`config.mk`:
```
export PLATFORM = sky130hd
export DESIGN_NAME = ssg_ram
export DESIGN_NICKNAME = d
export VERILOG_FILES = /design/src/ssg_ram.sv
export SDC_FILE = /design/constraint.sdc
export NUM_CORES = 1
export LEC_CHECK = 0
export ABC_AREA = 1
export BUFFER_PORTS_ARGS = -buffer_cell sky130_fd_sc_hd__buf_2
export CAP_MARGIN = 40
export CORE_MARGIN = 5
export CORE_UTILIZATION = 61
export CTS_CLUSTER_SIZE = 24
export DETAILED_ROUTE_END_ITERATION = 8
export HOLD_SLACK_MARGIN = 0.03
export MAX_ROUTING_LAYER = met4
export PLACE_DENSITY = 0.78
export SLEW_MARGIN = 10
export SYNTH_ARGS = -nofsm -noshare
export SYNTH_HDL_FRONTEND = slang
export SYNTH_SLANG_ARGS = --single-unit
```
`constraint.sdc`:
```
create_clock -name clock -period 1.6 [get_ports clock]
set_input_delay 0.32 -clock clock [delete_from_list [all_inputs] [get_ports clock]]
set_output_delay 0.32 -clock clock [all_outputs]
set_load 0.02 [all_outputs]
```
`src/ssg_ram.sv`:
```
`timescale 1ns / 1ps
// Generic single-port-write, single-port-read RAM with registered read data.
// Standalone; no package dependency.
module ssg_ram #(
   parameter int WIDTH = 8,
   parameter int DEPTH = 16,
   localparam int AW = (DEPTH > 1) ? $clog2(DEPTH) : 1
) (
   input  logic             clock,
   input  logic             wr_en,
   input  logic [AW-1:0]    wr_addr,
   input  logic [WIDTH-1:0] wr_data,
   input  logic [AW-1:0]    rd_addr,
   output logic [WIDTH-1:0] rd_data
);

   logic [WIDTH-1:0] mem_ff [DEPTH];
   logic [WIDTH-1:0] rd_data_ff;

   always_ff @(posedge clock) begin
      if (wr_en) begin
         mem_ff[wr_addr] <= wr_data;
      end
      rd_data_ff <= mem_ff[rd_addr];
   end

   assign rd_data = rd_data_ff;

endmodule

```
## Word-level counts from Yosys, hierarchy flattened

Memory sizes are Yosys's and may differ from the RTL's. A register that Yosys moved wholly into a read port is not among the register bits.
Index checks and enable logic that the tools add are counted.
W data, S select, Z words.

| storage, ports and cells | value |
|---|---|
| register bits after elaboration | 0 |
| memory bits (writable) | 128 |
| bits of input ports | 18 |
| memories | 1 |

Memories:

| memory | words | bits a word | read ports | clocked after Yosys merged registers in | wr ports | RTL line | RTL |
|---|---|---|---|---|---|---|---|
| mem_ff | 16 | 8 | 1 | 1 | 1 | 17 | `logic [WIDTH-1:0] mem_ff [DEPTH];` |

| operators by class | value |
|---|---|
| muxes and demuxes | 2 |

Operator list:

| operator | count |
|---|---|
| $mux W1 | 2 |

## Longest topological paths before layout

Gate-level depths: netlist of the first run.

| logic depth | value |
|---|---|
| depth in word-level cells | 2 |
| mapped depth | 8 |
| depth with buffers taken out | 7 |

## Worst setup path before layout of the first run

OpenSTA, ideal clock, no wires.

| timing path | value |
|---|---|
| kind | input to register |
| start | input wr_addr[2] |
| end | memory mem_ff[10][0], enable pin |
| library setup time | 0.370 ns |
| data arrival time | 0.901 ns |
| path slack | 0.329 ns |
| stages | 2 |
| buffers on the path | 0 |
| cells stage by stage | nand3b_1 -> nor2_1 |

RTL lines:

| item | RTL line | RTL |
|---|---|---|
| start: declaration | 11 | `input logic [AW-1:0] wr_addr,` |
| end: declaration | 17 |  |

Straight into the memory's write port.

## Worst setup path in the final report of the first run

| timing path | value |
|---|---|
| start | register rd_data_ff[6] (netlist: rd_data[6]) (read register of mem_ff) |
| end | output rd_data[6] |

RTL lines:

| item | RTL line | RTL |
|---|---|---|
| start: declaration | 18 | `logic [WIDTH-1:0] rd_data_ff;` |
| end: declaration | 14 | `output logic [WIDTH-1:0] rd_data` |

No word-level cell between the ends.

==> run_results.csv, run 1 <==
group,metric,value,unit
clock_network,cts_buffer_depth,2,
synth,syn_inst,551,
die,die_h,107,um
worst_setup_path,startpoint,"rd_data[6]$_DFF_P_",
sta,fin_crit_sh,0.865,
clock_network,postCtsSetupBuffers,0,
route,drtPass1Iterations,5,
synth,seq_area_frac_synth,0.694,
worst_hold_path,hold_path.class,"input port to register",
global_route,grt_pass1_vias,3615,
pwr,p_int,0.00658,W
clock_network,cts_resized,0,
sta,finalMaxSlewViolations,0,
layout,num_antenna_cells,0,
synth,synth_nets,569,
status,status,"completed",
die,num_rows,35,
route,drt-initial-drc-count,336,
worst_setup_path,cp-start-kind,"register",
pwr,p_comb_frac,0.062,
clock_network,clk_pin_slew,60,ps
worst_setup_path,path_cells,"buf_2",
sta,max_freq,722,MHz
synth,synthXorXnorAreaFrac,0,
worst_setup_path,path_max_fanout,1,
clock_network,htreeDepth,4,
clock_network,cts_tree,"done",
worst_setup_path,crit_cells,1,
synth,synth-compound-area-share,0,
sta,rsz0062_at_grt,"no",
worst_setup_path,arrival,1060,ps
sta,fin_setup_tns,0,ps
die,top_level_ports,26,
worst_setup_path,cp_slowest_stage_delay,360,ps
place,io_buffers,25,
pwr,p_sw_frac,0.215,
worst_setup_path,crit_buf_inv,1,
global_route,grt_use_total,0.240,
die,die_x,107,um
sta,finalSetupViolations,0,
synth,synthAdderAreaFrac,0,
worst_hold_path,min_path_cells,3,
sta,hold_viol,0,
pwr,pwr-share-clk,0.460,
clock_network,cts.sinks,136,
layout,final_common_cell,"nand2_1",
synth,yosysUniqueCellTypes,12,
worst_setup_path,r2r_cells,6,
route,drc,0,
route,wirelength,12500,um
worst_setup_path,r2r_setup_slack,530,ps
pwr,p_per_area,1250,mW/mm^2
pwr,vdd_drop_max,995,uV
place,place.gp.congestion,0.838,
pwr,p_leak,2.95,nW
worst_setup_path,r2r-start,"mem_ff[10][5]$_DFFE_PP_",
layout,drive_above_1_share,0.133,
global_route,antenna_found_initial,0,
run,drv_cap,0,
layout,nNetsFinal,612,
synth,synth_top_family_by_area,"simple AND/OR/NAND/NOR gates",
sta,fin_skew,4.66,ps
worst_setup_path,critical_path_class,"register to output pin",
die,die_area,0.0115,mm^2
clock_network,ctsRootBufferMaster,"clkbuf_8",
pwr,seqPwrFrac,0.478,
route,ant_nets,0,
global_route,overflow,0,
clock_network,clk-insertion-delay-late,530,ps
synth,synth_area,0.00577,mm^2
synth,synth_simple_gate_area_frac,0.210,
worst_setup_path,cp-end-kind,"output pin",
layout,area_growth,16.2,%
synth,muxShareOfSynthArea,0,
route,vias,3954,
worst_setup_path,crit_required,1280,ps
worst_setup_path,critPathSlowestCell,"dfxtp_1",
clock_network,postCtsHoldBufs,0,
die,design.core.area,0.00924,mm^2
global_route,grt_max_degree,65,
sta,worst_slew_pin_slew,376,ps
route,routed_via_density,5.37,
layout,fill_cells,583,
sta,slew_headroom,0.749,
sta,period_minus_slack,1380,ps
synth,synth_warnings,0,
worst_hold_path,hp-start,"rd_addr[3]",
clock_network,cts_buffers,17,
global_route,grt_pass1_wl,19500,um
route,avgRoutedWirePerCell,17.0,um
synth,synth.avg_cell_area,10.5,um^2
layout,final_cell_mix,"nand2_1, edfxtp_1, inv_1",
synth,ys_ff_latch,136,
pwr,p_sw,0.00181,W
worst_setup_path,worst_path_dominant_cell_family,"flip-flops",
sta,hold_slack,145,ps
die,start_util,0.624,
place,hpwl,7480,um
[through the flow]
stage	std cells	total power, W	cell area (um^2)	util	worst slack, ps
2_1_floorplan	551	0.00439	5770	-	329
3_3_place_gp	704	0.00458	6110	0.661	212
3_5_place_dp	704	0.00460	6110	0.661	200
4_1_cts	736	0.00841	6700	0.725	174
5_1_grt	736	0.00866	6700	0.725	168
6_report	736	0.00839	6700	0.725	216
[worst paths after layout]
kind	to
worst max-delay path	rd_data[6]
worst max register to register	rd_data[5]$_DFF_P_
worst min register to register	rd_data[6]$_DFF_P_
worst min-delay path	rd_data[6]$_DFF_P_
[cell usage after synthesis]
cell / n / area (um^2)
nor2_1: 17 / 63.8
nand3b_1: 2 / 15.0
inv_2: 2 / 7.51
buf_2: 13 / 65.1
nand3_1: 97 / 485
edfxtp_1: 128 / 3840
inv_1: 100 / 375
buf_4: 4 / 30.0
buf_1: 1 / 3.75
buf_6: 6 / 67.6
nand2_1: 173 / 649
dfxtp_1: 8 / 160
[registers in the layout, summed over array words and instances (netlist names)]
name,count
rd_data,8
mem_ff,128
[power by group through the flow]
stage          sequential [W]  clock, W  combinational, W
3_3_place_gp          0.00408         0          0.000499
3_5_place_dp          0.00408         0          0.000513
5_1_grt               0.00401   0.00407          0.000575
2_1_floorplan         0.00411         0          0.000281
4_1_cts               0.00401   0.00388          0.000520
6_report              0.00401   0.00385          0.000522
[final cells by class]
class	count	area, um^2	share of cell area
flip-flops and latches	136	4000	0.597
multi-input cells	289	1210	0.181
clock buffers	19	442	0.0659
inverters	102	383	0.0571
repair buffers	48	348	0.0519
well taps	129	161	0.0241
clock inverters	13	151	0.0226
[per-layer routing]
layer / global-route usage / wire [um]
met4: 0.0977 / 361
met1: 0.316 / 5230
met2: 0.366 / 5950
met5: - / 0
met3: 0.0530 / 968
[cells by family (layout without fill, tap and decap cells)]
| family | after synthesis | in the layout |
|---|---|---|
| flops | 136 | 136 |
| simple gates | 289 | 289 |
| buf+inv | 126 | 182 |
No activity file was read; power rests on OpenSTA's default activity.
==> inputs of run 2 (changes only) <==
Settings changed: CORE_UTILIZATION 61 to 65, PLACE_DENSITY 0.78 to 0.83.
Clock period 1.6 ns to 1.8 ns, I/O delays scaled along.
==> run 2 against run 1 <==
  * Clock skew increased by 4.8 ps
  * Die area down 5.6%
  * Clock-buffer cell count stayed put
  * Critical path depth is the same
  * Sequential cell count unchanged
  * Non-clock buffer count grew 1
  * Wire length rose by 14%
  * Critical path type unchanged
==> run_results.csv, run 2 (synthesized netlist as in run 1, its figures left out) <==
group,metric,value,unit
route,routed_via_density,5.87,
sta,slew_headroom,0.733,
sta,hold_viol,0,
layout,final_cell_mix,"nand2_1, edfxtp_1, inv_1",
clock_network,htreeDepth,4,
worst_setup_path,path_max_fanout,1,
layout,fill_cells,488,
place,io_buffers,25,
worst_setup_path,crit_buf_inv,1,
sta,finalMaxSlewViolations,0,
layout,area_growth,15.7,%
die,die_x,104,um
clock_network,clk-insertion-delay-late,520,ps
worst_setup_path,r2r_cells,6,
die,die_h,104,um
pwr,p_leak,2.93,nW
status,status,"completed",
die,design.core.area,0.00868,mm^2
place,place.gp.congestion,0.862,
clock_network,cts_buffer_depth,2,
sta,rsz0062_at_grt,"no",
worst_setup_path,worst_path_dominant_cell_family,"flip-flops",
sta,fin_crit_sh,0.809,
place,hpwl,8040,um
die,start_util,0.665,
clock_network,cts_buffers,17,
sta,hold_slack,242,ps
clock_network,ctsRootBufferMaster,"clkbuf_8",
worst_setup_path,crit_required,1440,ps
sta,max_freq,687,MHz
clock_network,postCtsSetupBuffers,0,
sta,fin_skew,9.43,ps
clock_network,cts.sinks,136,
global_route,grt_use_total,0.281,
worst_setup_path,startpoint,"rd_data[6]$_DFF_P_",
route,drc,0,
die,top_level_ports,26,
global_route,grt_pass1_wl,22400,um
worst_hold_path,hold_path.class,"input port to register",
pwr,vdd_drop_max,877,uV
worst_hold_path,holdPathEnd,"rd_data[2]$_DFF_P_",
layout,final_common_cell,"nand2_1",
sta,worst_slew_pin_slew,400,ps
global_route,grt_max_degree,47,
worst_setup_path,r2r_end,"rd_data[0]$_DFF_P_",
worst_setup_path,critical_path_class,"register to output pin",
layout,largest_reg_flops,128,
die,num_rows,34,
route,avgRoutedWirePerCell,20.0,um
worst_hold_path,hp-start,"rd_addr[3]",
run,drv_cap,0,
die,die_area,0.0109,mm^2
global_route,grt_pass1_vias,4077,
worst_setup_path,cp-end-kind,"output pin",
pwr,p_per_area,1130,mW/mm^2
worst_hold_path,min_path_cells,3,
layout,nNetsFinal,613,
sta,fin_setup_tns,0,ps
route,vias,4201,
worst_setup_path,r2r_setup_slack,700,ps
route,drtPass1Iterations,6,
layout,regMostFlops,"mem_ff",
clock_network,cts_tree,"done",
sta,finalSetupViolations,0,
worst_setup_path,r2r-start,"mem_ff[3][0]$_DFFE_PP_",
worst_setup_path,critPathSlowestCell,"dfxtp_1",
worst_setup_path,cp-start-kind,"register",
clock_network,clk_pin_slew,60,ps
route,ant_nets,0,
route,wirelength,14300,um
layout,num_antenna_cells,0,
route,drt-initial-drc-count,708,
layout,drive_above_1_share,0.133,
worst_setup_path,path_cells,"buf_2",
worst_setup_path,cp_slowest_stage_delay,390,ps
global_route,antenna_found_initial,0,
worst_setup_path,arrival,1100,ps
clock_network,cts_resized,0,
clock_network,postCtsHoldBufs,0,
global_route,overflow,0,
sta,period_minus_slack,1460,ps
## run 2: area by class of cell
| class | count | area, um^2 | share of cell area |
|---|---|---|---|
| inverter | 102 | 383 | 0.0574 |
| tap | 108 | 135 | 0.0203 |
| clock inverter | 13 | 171 | 0.0257 |
| multi-input combinational | 289 | 1210 | 0.182 |
| clock buffer | 19 | 422 | 0.0632 |
| sequential | 136 | 4000 | 0.600 |
| timing repair buffer | 49 | 343 | 0.0514 |
## run 2: through the flow
stage / instances / setup slack [ps] / cell area, um^2 / util / power [W]
3_3_place_gp: 684 / 311 / 6080 / 0.700 / 0.00407
2_1_floorplan: 551 / 489 / 5770 / - / 0.00390
3_5_place_dp: 684 / 265 / 6080 / 0.700 / 0.00409
6_report: 716 / 344 / 6670 / 0.769 / 0.00752
4_1_cts: 716 / 320 / 6670 / 0.769 / 0.00752
5_1_grt: 716 / 316 / 6670 / 0.769 / 0.00772
## run 2: how the worst max path moves through the flow
stage / slack (ps) / end / cells past startpoint
global placement: 310 / rd_data[6]$_DFF_P_ / 8
detailed placement: 260 / rd_data[0]$_DFF_P_ / 9
floorplan: 490 / mem_ff[10][0]$_DFFE_PP_ / 2
finish: 340 / rd_data[6] / 1
CTS: 320 / rd_data[6] / 1
global route: 320 / rd_data[6] / 1
## run 2: where the power goes
| group | internal (W) | switching [W] | leakage, nW |
|---|---|---|---|
| combinational | 0.000137 | 0.000352 | 1.43 |
| sequential | 0.00354 | 0.0000253 | 1.22 |
| clock | 0.00213 | 0.00134 | 0.272 |
| total | 0.00580 | 0.00171 | 2.93 |
## run 2: per-layer routing
layer / wire [um] / part of all wire / track usage / up-vias
met3: 1490 / 0.10 / 0.0658 / 79
met2: 6940 / 0.48 / 0.445 / 346
met5: 0 / 0 / - / -
li1: - / - / - / 1863
met4: 840 / 0.059 / 0.139 / 0
met1: 5040 / 0.35 / 0.341 / 1913
