## config.mk

```make
export PLATFORM = sky130hd
export DESIGN_NAME = ssg_dir_unit
export DESIGN_NICKNAME = d
export VERILOG_FILES = /design/src/ssg_pkg.sv /design/src/ssg_dir_unit.sv
export SDC_FILE = /design/constraint.sdc
export NUM_CORES = 1
export LEC_CHECK = 0
export ABC_CLOCK_PERIOD_IN_PS = 8000
export BUFFER_PORTS_ARGS = -buffer_cell sky130_fd_sc_hd__buf_4
export CAP_MARGIN = 20
export CORE_UTILIZATION = 64
export DETAILED_ROUTE_END_ITERATION = 10
export PLACE_DENSITY = 0.81
export SLEW_MARGIN = 20
export SYNTH_ARGS = -nofsm -noshare
export SYNTH_HDL_FRONTEND = slang
export SYNTH_SLANG_ARGS = --single-unit
export TNS_END_PERCENT = 30
```

## constraint.sdc

```tcl
create_clock -name clock -period 8 [get_ports clock]
set_clock_uncertainty 0.2 [all_clocks]
set_input_delay 1.2 -clock clock [delete_from_list [all_inputs] [get_ports clock]]
set_output_delay 1.2 -clock clock [all_outputs]
set_load 0.01 [all_outputs]
```

## src/ssg_pkg.sv

```systemverilog
`timescale 1ns / 1ps
// Shared constants, codes and control structs for the Sobol sequence generator.
// Used by every module under src except ssg_ram; depends on nothing.
package ssg_pkg;

   localparam int BITS        = 30;
   localparam int MAX_DIM_DEF = 64;
   localparam int OUT_LIMIT   = 64;
   localparam int MAX_DEG     = 16;

   localparam int DIM_W  = 6;
   localparam int DEG_W  = 5;
   localparam int POLY_W = 15;
   localparam int REQ_W  = 2;
   localparam int ST_W   = 3;
   localparam int CFG_W  = 7;
   localparam int CNT_W  = BITS + 1;
   localparam int BIT_W  = $clog2(BITS);
   localparam int J_W    = $clog2(BITS + 1);
   localparam int WSEL_W = $clog2(MAX_DEG);
   localparam int SEED_W = BITS + 8;

   localparam int REQ_TDATA_W = 32;
   localparam int RSP_TDATA_W = 40;

   localparam logic [REQ_W-1:0] REQ_LOAD    = 2'd0;
   localparam logic [REQ_W-1:0] REQ_RESTART = 2'd1;
   localparam logic [REQ_W-1:0] REQ_NEXT    = 2'd2;

   localparam logic [ST_W-1:0] ST_POINT     = 3'd0;
   localparam logic [ST_W-1:0] ST_LOAD_DONE = 3'd1;
   localparam logic [ST_W-1:0] ST_RESTARTED = 3'd2;
   localparam logic [ST_W-1:0] ST_EXHAUSTED = 3'd3;
   localparam logic [ST_W-1:0] ST_BAD_REQ   = 3'd4;

   typedef struct packed {
      logic start;
      logic step;
   } dir_ctl_type;

   typedef struct packed {
      logic [BITS-1:0] value;
      logic            last;
   } dir_sts_type;

   typedef struct packed {
      logic clear;
      logic wr_en;
   } pt_ctl_type;

endpackage

```

## src/ssg_dir_unit.sv

```systemverilog
`timescale 1ns / 1ps
// Direction number builder: one recurrence step per cycle while ctl.step is high, over a
// window of the last MAX_DEG values. Depends on ssg_pkg.
module ssg_dir_unit (
   input  logic                        clock,
   input  logic                        reset,
   input  ssg_pkg::dir_ctl_type        ctl,
   input  logic [ssg_pkg::DIM_W-1:0]   dim_in,
   input  logic [ssg_pkg::DEG_W-1:0]   deg_in,
   input  logic [ssg_pkg::POLY_W-1:0]  poly_in,
   output ssg_pkg::dir_sts_type        sts
);

   logic [ssg_pkg::SEED_W-1:0] seed_ff, seed_in;
   logic [ssg_pkg::DEG_W-1:0]  deg_ff, deg_in_r;
   logic [ssg_pkg::MAX_DEG-1:1] coef_ff, coef_in;
   logic [ssg_pkg::J_W-1:0]    j_ff, j_in;
   logic [ssg_pkg::BITS-1:0]   win_ff [ssg_pkg::MAX_DEG];
   logic [ssg_pkg::BITS-1:0]   value;
   logic [ssg_pkg::BITS-1:0]   tap;
   logic [ssg_pkg::BITS-1:0]   acc;
   logic [ssg_pkg::WSEL_W-1:0] tap_sel;
   logic [7:0]                 seed8;

   always_comb begin
      logic [ssg_pkg::DEG_W-1:0] idx;
      idx = '0;
      coef_in = '0;
      for (int l = 1; l < ssg_pkg::MAX_DEG; l++) begin
         idx = deg_in - ssg_pkg::DEG_W'(1) - ssg_pkg::DEG_W'(l);
         if (ssg_pkg::DEG_W'(l) < deg_in) begin
            coef_in[l] = poly_in[idx[ssg_pkg::WSEL_W-1:0]];
         end
      end
   end

   assign seed8    = 8'd3 + {1'b0, dim_in, 1'b0};
   assign tap_sel  = ssg_pkg::WSEL_W'(deg_ff - ssg_pkg::DEG_W'(1));
   assign tap      = win_ff[tap_sel];

   always_comb begin
      acc = tap ^ (tap >> deg_ff);
      for (int l = 1; l < ssg_pkg::MAX_DEG; l++) begin
         if (coef_ff[l]) begin
            acc = acc ^ win_ff[l-1];
         end
      end
   end

   assign value = (ssg_pkg::DEG_W'(j_ff) <= deg_ff) ? seed_ff[ssg_pkg::BITS-1:0] : acc;

   always_comb begin
      seed_in  = seed_ff;
      deg_in_r = deg_ff;
      j_in     = j_ff;
      if (ctl.start) begin
         seed_in  = ssg_pkg::SEED_W'(seed8) << (ssg_pkg::BITS - 1);
         deg_in_r = deg_in;
         j_in     = ssg_pkg::J_W'(1);
      end else if (ctl.step) begin
         seed_in  = seed_ff >> 1;
         j_in     = j_ff + ssg_pkg::J_W'(1);
      end
   end

   always_ff @(posedge clock) begin
      if (reset) begin
         j_ff <= '0;
      end else begin
         j_ff <= j_in;
      end
   end

   always_ff @(posedge clock) begin
      seed_ff <= seed_in;
      deg_ff  <= deg_in_r;
      if (ctl.start) begin
         coef_ff <= coef_in;
      end
      if (ctl.step) begin
         win_ff[0] <= value;
         for (int i = 1; i < ssg_pkg::MAX_DEG; i++) begin
            win_ff[i] <= win_ff[i-1];
         end
      end
   end

   assign sts.value = value;
   assign sts.last  = (j_ff == ssg_pkg::J_W'(ssg_pkg::BITS));

endmodule

```

Word-level counts from Yosys, hierarchy flattened --
Memory sizes are Yosys's and may differ from the RTL's. Index checks and enable logic that the tools add are counted.
Storage, ports and cells: output and inout port bits 31, bits in writable memories 480, ROM bits 0, logic and storage cells 143, bits in latches 0, memories 1, bits in registers 62
Memories:
- win_ff | depth 16, width 30, read ports 16, clocked after memory_dff 0, write ports 16, line ssg_dir_unit.sv:18 | logic [ssg_pkg::BITS-1:0] win_ff [ssg_pkg::MAX_DEG];
Cells by class: shift operators 1, multipliers 0, divide/modulo/power cells 0, $lt $le $gt $ge 31, bitwise operators 16, reduce and logical (&&, ||, !) cells 2, add/sub/neg operators 19, equal/unequal tests 1, muxes and demuxes 52
Operator list (number):
- 2-to-1 mux 30 bit | 16
- bitwise XOR 30 bit | 16
- less-than comparator 4 x 5 -> 1 bit, second input constant | 15
- 2-to-1 mux 37 bit | 2
- binary-select mux 1 bit (select 4 bit) | 15
- less-than comparator 4 x 5 -> 1 bit, first input constant | 8
- subtractor 4 bit, second input constant | 8
- >> shifter 30 x 5 -> 30 bit | 1
- less-than comparator 3 x 5 -> 1 bit, first input constant | 4
- 2-to-1 mux 1 bit | 19
- subtractor 4 x 3 -> 4 bit, second input constant | 4
- subtractor 4 x 1 -> 4 bit, second input constant | 3
- less-than comparator 2 x 5 -> 1 bit, first input constant | 2
- adder 2 x 7 -> 8 bit, first input constant | 1
- subtractor 4 x 2 -> 4 bit, second input constant | 2
- adder 5 x 1 -> 5 bit, second input constant | 1
- == test 5 bit, second input constant | 1
- less-or-equal comparator 5 bit | 1
- less-than comparator 1 x 5 -> 1 bit, first input constant | 1
- nonzero test 2 bit | 1
- OR reduction 2 bit | 1

Longest topological paths before layout --
Gate-level depths: netlist of run 1. An unclocked memory read counts as a cell.
depth after elaboration 35, mapped depth 23

Worst setup path before layout of run 1 --
No wires, ideal clock.
path kind flip-flop to output port, start register deg_ff[0] (netlist bit), end output port sts[9] (netlist bit), arrival time 4923 ps, buffers on the path 11, cell stages (with the launch flop) 22, slack 1677 ps, cell sequence edfxtp_1 > buf_6 > buf_12 > buf_12 > buf_6 > buf_4 > inv_2 > buf_2 > clkbuf_1 > ha_1 > buf_4 > buf_4 > buf_4 > buf_2 > mux4_2 > a221o_1 > mux4_2 > and2_4 > o21ai_0 > a21o_1 > a21oi_1 > o31ai_1
RTL lines:
- from (decl) | line ssg_dir_unit.sv:15 | logic [ssg_pkg::DEG_W-1:0] deg_ff, deg_in_r;
- from (signal assigned) | line ssg_dir_unit.sv:76 | deg_ff <= deg_in_r;
- to (decl) | line ssg_dir_unit.sv:11 | output ssg_pkg::dir_sts_type sts

==> out/metrics.csv, run 1 <==
metric;value;unit
Hold-fix buffers, CTS;0;
Via-to-Cell Ratio;6.714;
Cells after Synth;2522;
Mean Syn Cell Area;12.14;um^2
vias in the first global route;20930;
die height;220.7;um
aggregate negative setup slack;0;ns
worst vdd ir;0.2085;mV
Max clock buf depth;3;
DRC;2;
ANT cells;0;
wire per inst;26.30;um
Overflow after GRT;0;
hold endpoint;win_ff[15][18];
relative slew slack;0.2137;
HP Start;win_ff[14][18];
total placed cells including tap cells;3090;
CP delay by family, top;compound AO/OA/AOI/OAI gates;
initial antenna violation count;0;
CTS root buf;clkbuf_16;
CTS tree;built;
Synth top area share;0.4984;
failing checks;DRC;
core footprint;0.04685;mm^2
Detail Route Antenna Nets;0;
Post-synth ARST share;0;
part of the cycle the worst path needs;0.8996;
buffers and inverters on the worst path;3;
clk sinks;542;
GP Congestion;1.027;
clock buffer count from CTS;57;
die width;220.7;um
DR iter-0 viols;3008;
Setup WS post-layout;0.8031;ns
via count;21460;
Util after Layout;0.7119;
slowest stage cell, crit path;ha_4;
largest cells by area after synthesis;edfxtp_1 50%, xnor2_1 12%, mux4_2 8.6%;
DP Wirelength;53170;um
# IOs;61;
f_max;0.1389;GHz
reg2reg path depth;13;
Net Switching;3.168;mW
Synth Cell Area;0.03061;mm^2
number of synthesized flops with an enable pin;508;
die area;0.04870;mm^2
minimum hold slack;0.2574;ns
RSZ-0062 raised after global routing;no;
DP Worst Slack;1.553;ns
worst setup path category;flop to output pin;
HP Class;flop to flop;
H-tree depth;2;
Hold Crit Depth;0;
crit path capture type;output pin;
status;finished, violations left;
worst skew pair latency;0.62;ns
r2r startpoint;deg_ff[0];
Detailed Route WL;84050;um
final cell count without fillers;3196;
Cell Int Power;6.280;mW
ys flop type;edfxtp_1;
IO buf count;60;
top post-synthesis cells by count;572 x nand2_1, 508 x edfxtp_1, 412 x xnor2_1, 117 x mux4_2, 90 x nor2_1;
number of max-cap violations;0;
Critical Path Max Stage Delay;0.96;ns
Design Area, Final;0.03336;mm^2
area delta synth->final;8.977;%
CP arrival;5.80;ns
wire length of the first global-routing pass;126700;um
pin count of the biggest net entering global routing;191;
Crit path required time;6.60;ns
Least-Margin Pin Slew;1.179;ns
Nets;2589;
Critical Path Fanout Max;62;
crit path launch type;flop;
setup violators final;0;
DP Area;0.03154;mm^2
Warnings, synthesis;0;
library cells used by synthesis;78;
PD cells;283.2;mW/mm^2
R2R setup slack;2.57;ns
Starting Density;0.6533;
Sw Share;0.3353;
Tot GR Track Use;0.3505;
postcts setup bufs;0;
Leak Pwr;11.66;nW
Post-CTS Resized;0;
power share of the combinational group;0.358;
Yosys reg bits;542;
min cycle time layout;7.197;ns
Final Slew Violations;0;
sequential share of the synthesized area;0.5206;
Rows;79;
syn nets;2569;
Clock Power Share;0.274;
Sequential Power Share;0.368;
share of cells above drive strength 1;0.1387;
DR pass1 iterations;8;
Final Hold Vio Count;0;
area leader, netlist;edfxtp_1;
Power, Total;9.448;mW
Critical Path, Cell by Cell;inv_2 > ha_4 > buf_4 > mux4_1 > and3_1 > a211oi_1 > a211oi_2 > nor3_1 > o31ai_1 > o21ai_0 > a21oi_1 > xnor2_1 > o21ai_0 > buf_4;
CTS clk-pin slew, worst paths;0.06;ns
top-count cell post-synth;nand2_1;
FF-to-FF End;win_ff[0][17];
layout make-up:
class / instances / area, um^2
Tap cell: 607 / 759.5
Timing Repair Buffer: 108 / 868.3
Inverter: 21 / 78.83
Sequential cell: 542 / 15940
Clock buffer: 75 / 1617
Clock inverter: 31 / 198.9
Fill cell: 3238 / 13500
Multi-Input combinational cell: 1812 / 13900
registers in the layout, summed over array words and instances (netlist names):
| register | count |
|---|---|
| coef_ff | 15 |
| deg_ff | 5 |
| j_ff | 5 |
| seed_ff | 37 |
| win_ff | 480 |
metal layers:
metal,share of wire,track usage,vias up
met4,0.044,0.1505,0
met5,0,0,-
met3,0.11,0.05608,274
li1,-,-,9169
met1,0.39,0.4900,10560
met2,0.46,0.5470,1459
logic make-up (layout without fill, tap and decap cells):
group | Yosys count | count (layout) | share of synthesized area
fa+ha+maj | 17 | 17 | 0.006949
flops | 542 | 542 | 0.5206
mux | 238 | 238 | 0.1324
compound gates | 270 | 270 | 0.06254
xor+xnor | 496 | 496 | 0.1422
buf+inv | 168 | 235 | 0.02714
simple gates | 791 | 791 | 0.1081
power groups by stage:
stage,clock network (mW),logic [mW],registers [mW]
5_1_grt,2.70,3.59,3.49
2_1_floorplan,0,2.49,3.45
3_3_place_gp,0,3.27,3.51
4_1_cts,2.60,3.34,3.47
6_report,2.59,3.38,3.48
3_5_place_dp,0,3.31,3.53
layout by cell type, fill, tap and decap left out, drive strengths merged, types with 11 or more instances in the layout:
master / netlist / final
nand2: 572 / 572
edfxtp: 508 / 508
xnor2: 413 / 413
mux4: 128 / 128
buf: 67 / 108
nor2: 92 / 92
mux2i: 87 / 87
xor2: 83 / 83
clkbuf: 80 / 75
o21ai: 66 / 66
a21oi: 42 / 42
dfxtp: 34 / 34
nor3: 34 / 34
clkinv: 0 / 27
mux2: 23 / 23
inv: 21 / 22
a22o: 21 / 21
ha: 17 / 17
nor3b: 16 / 16
o211ai: 16 / 16
nand3: 14 / 14
or2: 13 / 13
a221o: 12 / 12
o22ai: 12 / 12
a31oi: 11 / 11
worst max-delay path by stage:
stage / cells past startpoint / startpoint / end / slack, ns
floorplan: 21 / deg_ff[0] / sts[9] / 1.68
global placement: 14 / deg_ff[0] / sts[19] / 1.63
detailed placement: 14 / deg_ff[0] / sts[19] / 1.55
CTS: 14 / deg_ff[0] / sts[19] / 0.87
global route: 14 / deg_ff[0] / sts[10] / 0.64
finish: 14 / deg_ff[0] / sts[18] / 0.80
No activity file was read; power rests on OpenSTA's default activity.
==> inputs of run 2 (changes only) <==
--- a/config.mk
+++ b/config.mk
@@ -6,7 +6,7 @@
 export NUM_CORES = 1
 export LEC_CHECK = 0
 export ABC_CLOCK_PERIOD_IN_PS = 8000
-export BUFFER_PORTS_ARGS = -buffer_cell sky130_fd_sc_hd__buf_4
+export BUFFER_PORTS_ARGS = -buffer_cell sky130_fd_sc_hd__buf_2
 export CAP_MARGIN = 20
 export CORE_UTILIZATION = 64
 export DETAILED_ROUTE_END_ITERATION = 10
==> run 2 against run 1 <==
The run still ends with DRC left; worst setup slack got worse by 0.010 ns; critical endpoint is now sts[14]; worst hold slack better by 0.0075 ns; final area decreased by 0.36%.
==> out/metrics.csv, run 2 (synthesized netlist as in run 1, its figures left out) <==
metric;value;unit;change
status;finished, violations left;;unchanged
failing checks;DRC;;unchanged
pin count of the biggest net entering global routing;185;;was 191
Hold Crit Depth;0;;unchanged
Overflow after GRT;0;;unchanged
Critical Path, Cell by Cell;inv_2 > ha_4 > buf_12 > buf_4 > mux4_2 > mux2i_1 > mux2i_1 > a32oi_1 > o211ai_1 > a22oi_1 > o21ai_0 > xnor2_1 > o21ai_0 > buf_2;;was inv_2 > ha_4 > buf_4 > mux4_1 > and3_1 > a211oi_1 > a211oi_2 > nor3_1 > o31ai_1 > o21ai_0 > a21oi_1 > xnor2_1 > o21ai_0 > buf_4
DP Area;0.03142;mm^2;was 0.03154 mm^2
Starting Density;0.6533;;unchanged
aggregate negative setup slack;0;ns;unchanged
R2R setup slack;2.57;ns;about the same
CTS root buf;clkbuf_16;;unchanged
ANT cells;0;;unchanged
crit path launch type;flop;;unchanged
CTS clk-pin slew, worst paths;0.06;ns;about the same
Final Hold Vio Count;0;;unchanged
worst setup path category;flop to output pin;;unchanged
worst vdd ir;0.1905;mV;was 0.2085 mV
min cycle time layout;7.207;ns;was 7.197 ns
CP delay by family, top;compound AO/OA/AOI/OAI gates;;unchanged
vias in the first global route;20940;;was 20930
core footprint;0.04685;mm^2;unchanged
wire length of the first global-routing pass;129400;um;was 126700 um
# IOs;61;;unchanged
DP Wirelength;55090;um;was 53170 um
buffers and inverters on the worst path;4;;was 3
wire per inst;27.09;um;was 26.30 um
Critical Path Fanout Max;64;;was 62
relative slew slack;0.2040;;was 0.2137
setup violators final;0;;unchanged
CP Depth;14;;unchanged
CTS tree;built;;unchanged
slowest stage cell, crit path;ha_4;;unchanged
crit path capture type;output pin;;unchanged
Largest regs;win_ff: 480 flops, seed_ff: 37 flops, coef_ff: 15 flops;;unchanged
FF-to-FF End;win_ff[0][13];;was win_ff[0][17]
die height;220.7;um;unchanged
Detailed Route WL;86600;um;was 84050 um
Tot GR Track Use;0.3611;;was 0.3505
max reg flops;480;;unchanged
Max clock buf depth;3;;unchanged
worst skew pair latency;0.62;ns;about the same
Via-to-Cell Ratio;6.743;;was 6.714
Hold-fix buffers, CTS;0;;unchanged
via count;21560;;was 21460
Final Slew Violations;0;;unchanged
Critical Path Max Stage Delay;0.94;ns;was 0.96 ns
HP Start;win_ff[0][6];;was win_ff[14][18]
HP Class;flop to flop;;unchanged
postcts setup bufs;0;;unchanged
Post-CTS Resized;0;;unchanged
IO buf count;60;;unchanged
clk sinks;542;;unchanged
initial antenna violation count;0;;unchanged
part of the cycle the worst path needs;0.9009;;was 0.8996
CP arrival;5.81;ns;was 5.80 ns
DR iter-0 viols;3278;;was 3008
Crit path required time;6.60;ns;about the same
Top reg by flops;win_ff;;unchanged
PD cells;287.0;mW/mm^2;was 283.2 mW/mm^2
Leak Pwr;11.64;nW;was 11.66 nW
r2r startpoint;deg_ff[0];;unchanged
RSZ-0062 raised after global routing;no;;unchanged
Design Area, Final;0.03324;mm^2;was 0.03336 mm^2
reg2reg path depth;13;;unchanged
GP Congestion;1.055;;was 1.027
share of cells above drive strength 1;0.1405;;was 0.1387
Nets;2592;;was 2589
Least-Margin Pin Slew;1.194;ns;was 1.179 ns
clock buffer count from CTS;55;;was 57
hold endpoint;win_ff[1][6];;was win_ff[15][18]
area delta synth->final;8.589;%;was 8.977%
DRC;2;;unchanged
die width;220.7;um;unchanged
die area;0.04870;mm^2;unchanged
commonest non-fill, non-tap cell in the layout;nand2_1;;unchanged
Detail Route Antenna Nets;0;;unchanged
DR pass1 iterations;10;;was 8
Rows;79;;unchanged
f_max;0.1387;GHz;was 0.1389 GHz
number of max-cap violations;0;;unchanged
H-tree depth;2;;unchanged
most frequent cells in the layout;572 x nand2_1, 508 x edfxtp_1, 412 x xnor2_1, 117 x mux4_2, 90 x nor2_1;;was 572 x nand2_1, 508 x edfxtp_1, 412 x xnor2_1, 117 x mux4_2, 103 x buf_4
run 2: cell count changes in the layout (fill, tap and decap cells not counted), sizes merged:
cell      before  now
bufinv         2    5
clkinvlp       1    3
clkbuf        75   78
clkinv        27   15
buf          108  113
run 2: worst register-to-register path, stage by stage (launching register included):
cell and delay, ns:
edfxtp_1 0.53, inv_2 0.10, ha_4 0.94, buf_12 0.33, buf_4 0.31, mux4_2 0.34
mux2i_1 0.39, mux2i_1 0.32, a32oi_1 0.28, o211ai_1 0.17, a22oi_1 0.25, o21ai_0 0.20
xnor2_1 0.18, o21ai_0 0.60
run 2: routing by layer:
| metal | routed length [um] | track usage |
|---|---|---|
| met3 | 10420 | 0.07230 |
| met1 | 32190 | 0.4956 |
| met2 | 40250 | 0.5647 |
| met5 | 0 | 0 |
| met4 | 3735 | 0.1516 |
run 2: area by class of cell:
class / count / area, um^2
clock buffers: 78 / 1565
fillers: 3147 / 13620
well taps: 607 / 759.5
repair buffers: 113 / 745.7
multi-input cells: 1812 / 13900
flip-flops and latches: 542 / 15940
inverters: 21 / 78.83
clock inverters: 24 / 254.0
run 2: power breakdown:
part	switching, mW	internal, mW
logic	1.95	1.47
registers	0.170	3.32
clock network	1.10	1.52
run 2: metrics by stage:
stage / power, mW / setup WS [ns] / utilization / hold slack (ns) / std cells
after floorplan: 5.936 / 1.677 / - / 0.2403 / 2522
after global placement: 6.807 / 1.684 / 0.6706 / 0.2481 / 3095
after detailed placement: 6.869 / 1.557 / 0.6706 / 0.2553 / 3095
after CTS: 9.503 / 0.8905 / 0.7094 / 0.2655 / 3197
after global routing: 9.845 / 0.6318 / 0.7094 / 0.2725 / 3197
final: 9.538 / 0.7926 / 0.7094 / 0.2649 / 3197
run 2: worst max path at each step:
| stage | end | start | slack [ns] |
|---|---|---|---|
| 2_1_floorplan | sts[9] | deg_ff[0] | 1.68 |
| 3_3_place_gp | sts[24] | deg_ff[0] | 1.68 |
| 3_5_place_dp | sts[14] | deg_ff[0] | 1.56 |
| 4_1_cts | sts[14] | deg_ff[0] | 0.89 |
| 5_1_grt | sts[24] | deg_ff[0] | 0.63 |
| 6_report | sts[14] | deg_ff[0] | 0.79 |
